File: src/assert_macros.svh
// Assertion macros used by the RTL file of the JSON string unescaper.
`ifndef ASSERT_MACROS_SVH
`define ASSERT_MACROS_SVH

// Checks a property at every rising clock edge outside of reset.
`define JSU_ASSERT(lbl, prop, msg) \
  lbl: assert property (@(posedge clk_i) disable iff (!rst_ni) (prop)) else $error(msg);

// Checks that a condition never holds outside of reset.
`define JSU_ASSERT_NEVER(lbl, cond, msg) \
  `JSU_ASSERT(lbl, !(cond), msg)

`endif

File: src/jsu_pkg.sv
// Package with constants, types and helper functions of the JSON string unescaper.
package jsu_pkg;

  localparam logic [7:0] ChBackslash = 8'h5C;
  localparam logic [7:0] ChU         = 8'h75;
  localparam logic [7:0] ChB         = 8'h62;
  localparam logic [7:0] ChF         = 8'h66;
  localparam logic [7:0] ChN         = 8'h6E;
  localparam logic [7:0] ChR         = 8'h72;
  localparam logic [7:0] ChT         = 8'h74;
  localparam logic [7:0] ChQuote     = 8'h22;
  localparam logic [3:0] HexTen      = 4'd10;

  localparam int unsigned MaxResults = 3;

  typedef struct packed {
    logic [MaxResults-1:0][7:0] bytes;
    logic [1:0]                 count;
  } utf8_t;

  function automatic logic [3:0] hex_value(input logic [7:0] b);
    logic [3:0] v;
    v = 4'd0;
    if (b >= 8'h30 && b <= 8'h39) begin
      v = b[3:0];
    end else if (b >= 8'h41 && b <= 8'h46) begin
      v = 4'(b[3:0] - 4'd1) + HexTen;
    end else if (b >= 8'h61 && b <= 8'h66) begin
      v = 4'(b[3:0] - 4'd1) + HexTen;
    end
    return v;
  endfunction

  function automatic logic [7:0] map_escape(input logic [7:0] b);
    logic [7:0] r;
    case (b)
      ChB:     r = 8'h08;
      ChF:     r = 8'h0C;
      ChN:     r = 8'h0A;
      ChR:     r = 8'h0D;
      ChT:     r = 8'h09;
      default: r = b;
    endcase
    return r;
  endfunction

  function automatic utf8_t code_point_bytes(input logic [15:0] cp);
    utf8_t r;
    r.bytes = '0;
    if (cp < 16'h0080) begin
      r.bytes[0] = cp[7:0];
      r.count    = 2'd1;
    end else if (cp < 16'h0800) begin
      r.bytes[0] = {3'b110, cp[10:6]};
      r.bytes[1] = {2'b10, cp[5:0]};
      r.count    = 2'd2;
    end else begin
      r.bytes[0] = {4'b1110, cp[15:12]};
      r.bytes[1] = {2'b10, cp[11:6]};
      r.bytes[2] = {2'b10, cp[5:0]};
      r.count    = 2'd3;
    end
    return r;
  endfunction

endpackage

File: src/jsu_in_if.sv
// Input channel interface carrying one raw string byte per word.
interface jsu_in_if;
  logic       valid;
  logic       ready;
  logic [7:0] in_byte;
  logic       in_last;

  modport source (output valid, output in_byte, output in_last, input ready);
  modport sink   (input valid, input in_byte, input in_last, output ready);
endinterface

File: src/jsu_out_if.sv
// Output channel interface carrying one unescaped result per word.
interface jsu_out_if;
  logic       valid;
  logic       ready;
  logic [7:0] out_byte;
  logic       out_valid;
  logic       out_last;
  logic       truncated;

  modport source (output valid, output out_byte, output out_valid, output out_last,
                  output truncated, input ready);
  modport sink   (input valid, input out_byte, input out_valid, input out_last,
                  input truncated, output ready);
endinterface

File: src/json_string_unescaper.sv
// JSON string unescaper: decodes escapes and \u code points of a string body into bytes.
// The input channel takes one raw byte of a JSON string body per word, with in_last
// marking the final byte of the string. The output channel gives one unescaped byte
// per word; a \u escape gives one to three UTF-8 bytes. A string that ends inside an
// escape closes with a single word that has out_valid low and truncated high.
// An accepted byte updates the escape state and loads its results into a result
// buffer at the same edge, so the first result is offered in the cycle after acceptance.
// Plain bytes and simple escapes flow at one word per cycle in both directions while
// the receiver is ready. A byte that completes a \u escape occupies the output with one
// word per UTF-8 byte, since the result buffer drives one word per cycle. A new byte is
// taken while the final word of the buffer is being taken.
// An opening backslash or one of the first three hex digits yields no word, unless last.
// When the receiver stalls, the buffer holds its word and input stalls once the
// buffer cannot be emptied in the same cycle.
// Reset clears the escape state and empties the result buffer; after the last byte
// of a string the escape state also returns to its reset value.
`include "assert_macros.svh"

module json_string_unescaper (
  input  logic             clk_i,
  input  logic             rst_ni,
  jsu_in_if.sink           in_i,
  jsu_out_if.source        out_o
);

  logic        esc_q, esc_d;
  logic        hex_q, hex_d;
  logic [1:0]  cnt_q, cnt_d;
  logic [15:0] acc_q, acc_d;

  logic [jsu_pkg::MaxResults-1:0][7:0] buf_q, buf_d;
  logic [1:0]  num_q, num_d;
  logic [1:0]  pos_q, pos_d;
  logic        full_q, full_d;
  logic        last_q, last_d;
  logic        trunc_q, trunc_d;

  logic        accept;
  logic        pop;
  logic        pop_last;
  logic        at_last;
  logic [15:0] acc_shift;
  logic [1:0]  new_num;
  logic [jsu_pkg::MaxResults-1:0][7:0] new_buf;
  logic        new_trunc;
  jsu_pkg::utf8_t enc;

  assign at_last  = (pos_q == 2'(num_q - 2'd1));
  assign pop      = full_q && out_o.ready;
  assign pop_last = pop && at_last;
  assign in_i.ready = !full_q || pop_last;
  assign accept   = in_i.valid && in_i.ready;

  assign acc_shift = {acc_q[11:0], jsu_pkg::hex_value(in_i.in_byte)};
  assign enc       = jsu_pkg::code_point_bytes(acc_shift);

  always_comb begin
    esc_d     = esc_q;
    hex_d     = hex_q;
    cnt_d     = cnt_q;
    acc_d     = acc_q;
    new_num   = 2'd0;
    new_buf   = '0;
    new_trunc = 1'b0;
    if (hex_q) begin
      acc_d = acc_shift;
      cnt_d = 2'(cnt_q + 2'd1);
      if (cnt_q == 2'd3) begin
        new_buf = enc.bytes;
        new_num = enc.count;
        hex_d   = 1'b0;
        cnt_d   = 2'd0;
        acc_d   = '0;
      end
    end else if (esc_q) begin
      esc_d = 1'b0;
      if (in_i.in_byte == jsu_pkg::ChU) begin
        hex_d = 1'b1;
        cnt_d = 2'd0;
        acc_d = '0;
      end else begin
        new_buf[0] = jsu_pkg::map_escape(in_i.in_byte);
        new_num    = 2'd1;
      end
    end else if (in_i.in_byte == jsu_pkg::ChBackslash) begin
      esc_d = 1'b1;
    end else begin
      new_buf[0] = in_i.in_byte;
      new_num    = 2'd1;
    end
    if (in_i.in_last) begin
      if (esc_d || hex_d) begin
        new_buf   = '0;
        new_num   = 2'd1;
        new_trunc = 1'b1;
      end
      esc_d = 1'b0;
      hex_d = 1'b0;
      cnt_d = 2'd0;
      acc_d = '0;
    end
  end

  always_comb begin
    full_d  = full_q;
    pos_d   = pos_q;
    buf_d   = buf_q;
    num_d   = num_q;
    last_d  = last_q;
    trunc_d = trunc_q;
    if (pop) begin
      if (at_last) begin
        full_d = 1'b0;
      end else begin
        pos_d = 2'(pos_q + 2'd1);
      end
    end
    if (accept && new_num != 2'd0) begin
      full_d  = 1'b1;
      pos_d   = 2'd0;
      buf_d   = new_buf;
      num_d   = new_num;
      last_d  = in_i.in_last;
      trunc_d = new_trunc;
    end
  end

  always_ff @(posedge clk_i or negedge rst_ni) begin
    if (!rst_ni) begin
      esc_q  <= 1'b0;
      hex_q  <= 1'b0;
      cnt_q  <= 2'd0;
      acc_q  <= '0;
      full_q <= 1'b0;
      pos_q  <= 2'd0;
      num_q  <= 2'd1;
    end else begin
      if (accept) begin
        esc_q <= esc_d;
        hex_q <= hex_d;
        cnt_q <= cnt_d;
        acc_q <= acc_d;
      end
      full_q <= full_d;
      pos_q  <= pos_d;
      num_q  <= num_d;
    end
  end

  always_ff @(posedge clk_i) begin
    buf_q   <= buf_d;
    last_q  <= last_d;
    trunc_q <= trunc_d;
  end

  always_comb begin
    case (pos_q)
      2'd0:    out_o.out_byte = buf_q[0];
      2'd1:    out_o.out_byte = buf_q[1];
      2'd2:    out_o.out_byte = buf_q[2];
      default: out_o.out_byte = buf_q[0];
    endcase
  end

  assign out_o.valid     = full_q;
  assign out_o.out_valid = !trunc_q;
  assign out_o.out_last  = last_q && at_last;
  assign out_o.truncated = trunc_q;

  `JSU_ASSERT(a_trunc_alone, (full_q && trunc_q) |-> (num_q == 2'd1 && last_q), "bad trunc word")
  `JSU_ASSERT(a_accept_full, (accept && full_q) |-> pop_last, "accept while busy")
  `JSU_ASSERT_NEVER(a_esc_hex, esc_q && hex_q, "escape and hex mode active together")
  `JSU_ASSERT(a_hex_idle, !hex_q |-> (cnt_q == 2'd0 && acc_q == 16'd0), "stale hex state")

endmodule

File: src/flat_wrapper.sv
// flat-port wrapper written by rule: the top's interface ports become plain ports
module json_string_unescaper_flat 
  (clk_i, rst_ni, in_i_valid, in_i_in_byte, in_i_in_last, in_i_ready, out_o_valid, out_o_out_byte, out_o_out_valid, out_o_out_last, out_o_truncated, out_o_ready);
  jsu_in_if in_i_i ();
  jsu_out_if out_o_i ();
  input  logic clk_i;
  input  logic rst_ni;
  input wire logic [$bits(in_i_i.valid)-1:0] in_i_valid;
  input wire logic [$bits(in_i_i.in_byte)-1:0] in_i_in_byte;
  input wire logic [$bits(in_i_i.in_last)-1:0] in_i_in_last;
  output wire logic [$bits(in_i_i.ready)-1:0] in_i_ready;
  output wire logic [$bits(out_o_i.valid)-1:0] out_o_valid;
  output wire logic [$bits(out_o_i.out_byte)-1:0] out_o_out_byte;
  output wire logic [$bits(out_o_i.out_valid)-1:0] out_o_out_valid;
  output wire logic [$bits(out_o_i.out_last)-1:0] out_o_out_last;
  output wire logic [$bits(out_o_i.truncated)-1:0] out_o_truncated;
  input wire logic [$bits(out_o_i.ready)-1:0] out_o_ready;
  assign in_i_i.valid = in_i_valid;
  assign in_i_i.in_byte = in_i_in_byte;
  assign in_i_i.in_last = in_i_in_last;
  assign in_i_ready = in_i_i.ready;
  assign out_o_valid = out_o_i.valid;
  assign out_o_out_byte = out_o_i.out_byte;
  assign out_o_out_valid = out_o_i.out_valid;
  assign out_o_out_last = out_o_i.out_last;
  assign out_o_truncated = out_o_i.truncated;
  assign out_o_i.ready = out_o_ready;
  json_string_unescaper u_core (.clk_i(clk_i), .rst_ni(rst_ni), .in_i(in_i_i), .out_o(out_o_i));
endmodule
File: config.mk
export PLATFORM = sky130hd
export DESIGN_NAME = json_string_unescaper_flat
export DESIGN_NICKNAME = d
export VERILOG_FILES = /design/src/jsu_pkg.sv /design/src/jsu_in_if.sv /design/src/jsu_out_if.sv /design/src/json_string_unescaper.sv /design/src/flat_wrapper.sv
export VERILOG_INCLUDE_DIRS = /design/src /design/src/src
export SDC_FILE = /design/constraint.sdc
export NUM_CORES = 1
export LEC_CHECK = 0
export BUFFER_PORTS_ARGS = -buffer_cell sky130_fd_sc_hd__buf_2
export CORE_MARGIN = 2
export CORE_UTILIZATION = 35
export DETAILED_ROUTE_END_ITERATION = 6
export PLACE_DENSITY = 0.55
export SLEW_MARGIN = 10
export SYNTH_ARGS = -nofsm -noshare
export SYNTH_HDL_FRONTEND = slang
export SYNTH_SLANG_ARGS = --single-unit
File: constraint.sdc
create_clock -name clk_i -period 6.9 [get_ports clk_i]
set_input_delay 1.035 -clock clk_i [delete_from_list [all_inputs] [get_ports clk_i]]
set_output_delay 1.035 -clock clk_i [all_outputs]
set_load 0.02 [all_outputs]
==> flow_summary_export.csv <==
group,metric,value,unit
synth,yosysTopAreaCellShare,26.9,%
cts,cts.hold.buffers_added,0,
route,firstDrtPassIters,4,
cts,tritoncts,"yes",
grt,grt_first_pass_wirelength,11100,um
setup_path,reg2reg_slack,4410,ps
pwr,max-vdd-ir-drop,0.0709,mV
timing,hold_viol,0,
timing,fin_skew,7.27,ps
synth,synth_flop_cell,"edfxtp_1",
timing,finalSetupViolCount,0,
timing,fmax,0.362,GHz
route,ant_nets,0,
setup_path,r2r-start,"u_core.acc_q[9]",
route,dr.max_layer_used,"met4",
timing,fin_crit_sh,40.1,%
synth,yosysTopAreaCell,"edfxtp_1",
die,fp-row-count,31,
setup_path,cp_data_arrival_time,1730,ps
min_path,hold_start,"u_core.num_q[0]",
cts,post-cts-setup-buffer-count,0,
synth,synth_fp_nets,286,
cells_and_area,syn_to_final_growth,10.9,%
synth,yosys.area_share.adder,3.27,%
cells_and_area,fillers,736,
synth,synth_xor_area_share,0.655,%
setup_path,crit_type,"flop to primary output",
min_path,min_path_type,"flop to flop",
min_path,whs_path_depth,2,
synth,synth_mux_area_share,1.31,%
synth,netlist_area,2680,um^2
synth,netlist_instances,266,
die,die_x,91.4,um
cts,htreeDepth,2,
cells_and_area,final_area,2970,um^2
grt,first_global_vias,2132,
route,drcViolationCount,0,
synth,synth_top_family_by_area,"compound AO/OA/AOI/OAI gates",
timing,worst_pin_slew,773,ps
grt,antenna_found_initial,0,
placement,gp_congestion,0.879,
cts,cts_max_path_buffers,2,
setup_path,critical_path.max_fanout,16,
cts,cts-root-buf,"clkbuf_8",
synth,async_reset_ff_share,46.7,%
cts,post_cts_resized,0,
route,wl_met3,304,um
timing,slew_headroom,48.3,%
cells_and_area,diodes,0,
pwr,power_leakage,1.16,nW
setup_path,crit_buf_inv,2,
synth,synth_compound_area_share,25.1,%
placement,placed_area,2880,um^2
grt,gr-total-overflow,0,
cts,cts.sinks,45,
setup_path,max_stage_delay,470,ps
route,wl_met1,3230,um
route,num_vias,2190,
synth,ys_types,54,
cts,path_clk_slew,90,ps
timing,drv_slew,0,
setup_path,path_cells,"inv_1 > ha_1 > o21ai_0 > buf_2",
die,fp.dieH,91.4,um
synth,synthSimpleGateAreaFrac,19.4,%
cts,clock_latency,300,ps
synth,yosys_warnings,0,
route,via_per_inst,5.64,
cts,cts_buffers,5,
route,drt-initial-drc-count,118,
setup_path,r2r_cells,4,
route,wl_met2,2990,um
cells_and_area,nNetsFinal,308,
cells_and_area,seq_area,1250,um^2
timing,final.setup.tns,0,ps
setup_path,cp-start-kind,"flop",
die,io_pins,26,
run,cap_violations,0,
cells_and_area,drive_gt1_share,15.9,%
synth,syn_area_per_cell,10.1,um^2
die,die_area,8360,um^2
route,wirelength,6630,um
synth,synth_area_leaders,"edfxtp_1 27%, dfrtp_1 19%, a22o_1 4.3%",
timing,rsz0062_at_grt,"false",
setup_path,reg2reg_to,"u_core.buf_q[12]",
die,initial_core_util,36.5,%
placement,port_buffers,25,
min_path,hold_end,"u_core.num_q[0]",
synth,ys_seq_area_share,46.6,%
placement,dp_hpwl,4800,um
timing,fin_crit,2760,ps
setup_path,crit_path_end_kind,"primary output",
setup_path,cpMaxStageDelayCell,"ha_1",
setup_path,required,5860,ps
die,coreArea,7330,um^2
grt,grt_max_degree,28,
grt,grt_use_total,16.6,%
cells_and_area,final_cell_mix,"25 x nand2_1, 25 x buf_2, 24 x edfxtp_1, 21 x o21ai_0, 20 x dfrtp_1",
setup_path,crit_family,"adder cells",
pwr,power_density,255,nW/um^2
synth,synth_edf_count,24,
cells_and_area,multi_input_area,1330,um^2
route,post_drt_wl_per_cell,17.1,um
synth,synth-seq-cells,45,
run_status,status,"finished clean",
## registers in the layout, summed over array words and instances, names as in the netlist
signal,cells
u_core.num_q,2
u_core.last_q,1
u_core.pos_q,2
u_core.out_o.valid,1
u_core.buf_q,22
u_core.esc_q,1
u_core.acc_q,12
u_core.out_o.truncated,1
u_core.cnt_q,2
u_core.hex_q,1
## layer usage
metal / GRT usage (%) / vias up
met2: 25.6 / 70
met5: 0 / -
met3: 2.74 / 8
met4: 5.68 / 0
met1: 23.7 / 1045
li1: - / 1067
## worst register-to-register path, cell delays in order (launching register included)
cell and delay (ps):
dfrtp_1 410, or4_1 540, nor2_1 610, nor2_1 350, a22o_1 320
## logic make-up (layout without fill, tap and decap cells)
| logic type | Yosys count | in the layout |
|---|---|---|
| compound gates | 95 | 95 |
| simple gates | 92 | 92 |
| flops | 45 | 45 |
| buf+inv | 22 | 45 |
| fa+ha+maj | 7 | 7 |
| mux | 3 | 3 |
| xor+xnor | 2 | 2 |
## Yosys cell counts, types with 3 or more instances
library cell / instances
a211oi_1: 4
a21o_1: 6
a21oi_1: 12
a22o_1: 13
a22oi_1: 9
a31oi_1: 5
and2_1: 6
and3_1: 3
buf_2: 6
clkbuf_1: 4
dfrtp_1: 20
edfxtp_1: 24
ha_1: 7
inv_1: 10
nand2_1: 25
nand2b_1: 6
nand3_1: 8
nand4b_1: 4
nor2_1: 14
nor3_1: 5
nor4_1: 4
o21a_1: 5
o21ai_0: 21
o22ai_1: 4
## layout make-up
cell class	instances	area share, %
Multi-Input combinational cell	199	45.0
Clock inverter	1	0.253
Timing Repair Buffer	27	4.72
Tap cell	99	4.18
Sequential cell	45	42.0
Inverter	10	1.27
Clock buffer	7	2.57
## worst max path at each step
stage | start | end | cells past startpoint
3_3_place_gp | in_i_in_byte[0] | u_core.buf_q[16] | 8
6_report | u_core.pos_q[0] | out_o_out_byte[7] | 4
5_1_grt | u_core.pos_q[0] | out_o_out_byte[1] | 5
2_1_floorplan | in_i_in_byte[1] | u_core.buf_q[0] | 7
4_1_cts | u_core.pos_q[0] | out_o_out_byte[7] | 4
3_5_place_dp | in_i_in_byte[0] | u_core.buf_q[16] | 8
## power breakdown
part | total, mW | internal (mW) | switching [mW]
combinational | 0.243 | 0.0785 | 0.165
sequential | 0.351 | 0.333 | 0.0186
clock | 0.163 | 0.0718 | 0.0910
## stage by stage
step / total power, mW / hold WS, ps / instances / util, % / worst slack [ps]
final: 0.757 / 490 / 388 / 40.5 / 4140
after global routing: 0.803 / 499 / 388 / 40.5 / 3890
after global placement: 0.601 / 467 / 380 / 39.3 / 3980
after floorplan: 0.523 / 454 / 266 / - / 3350
after detailed placement: 0.603 / 482 / 380 / 39.3 / 3940
after CTS: 0.765 / 494 / 388 / 40.5 / 4100
No activity file was read; power rests on OpenSTA's default activity.
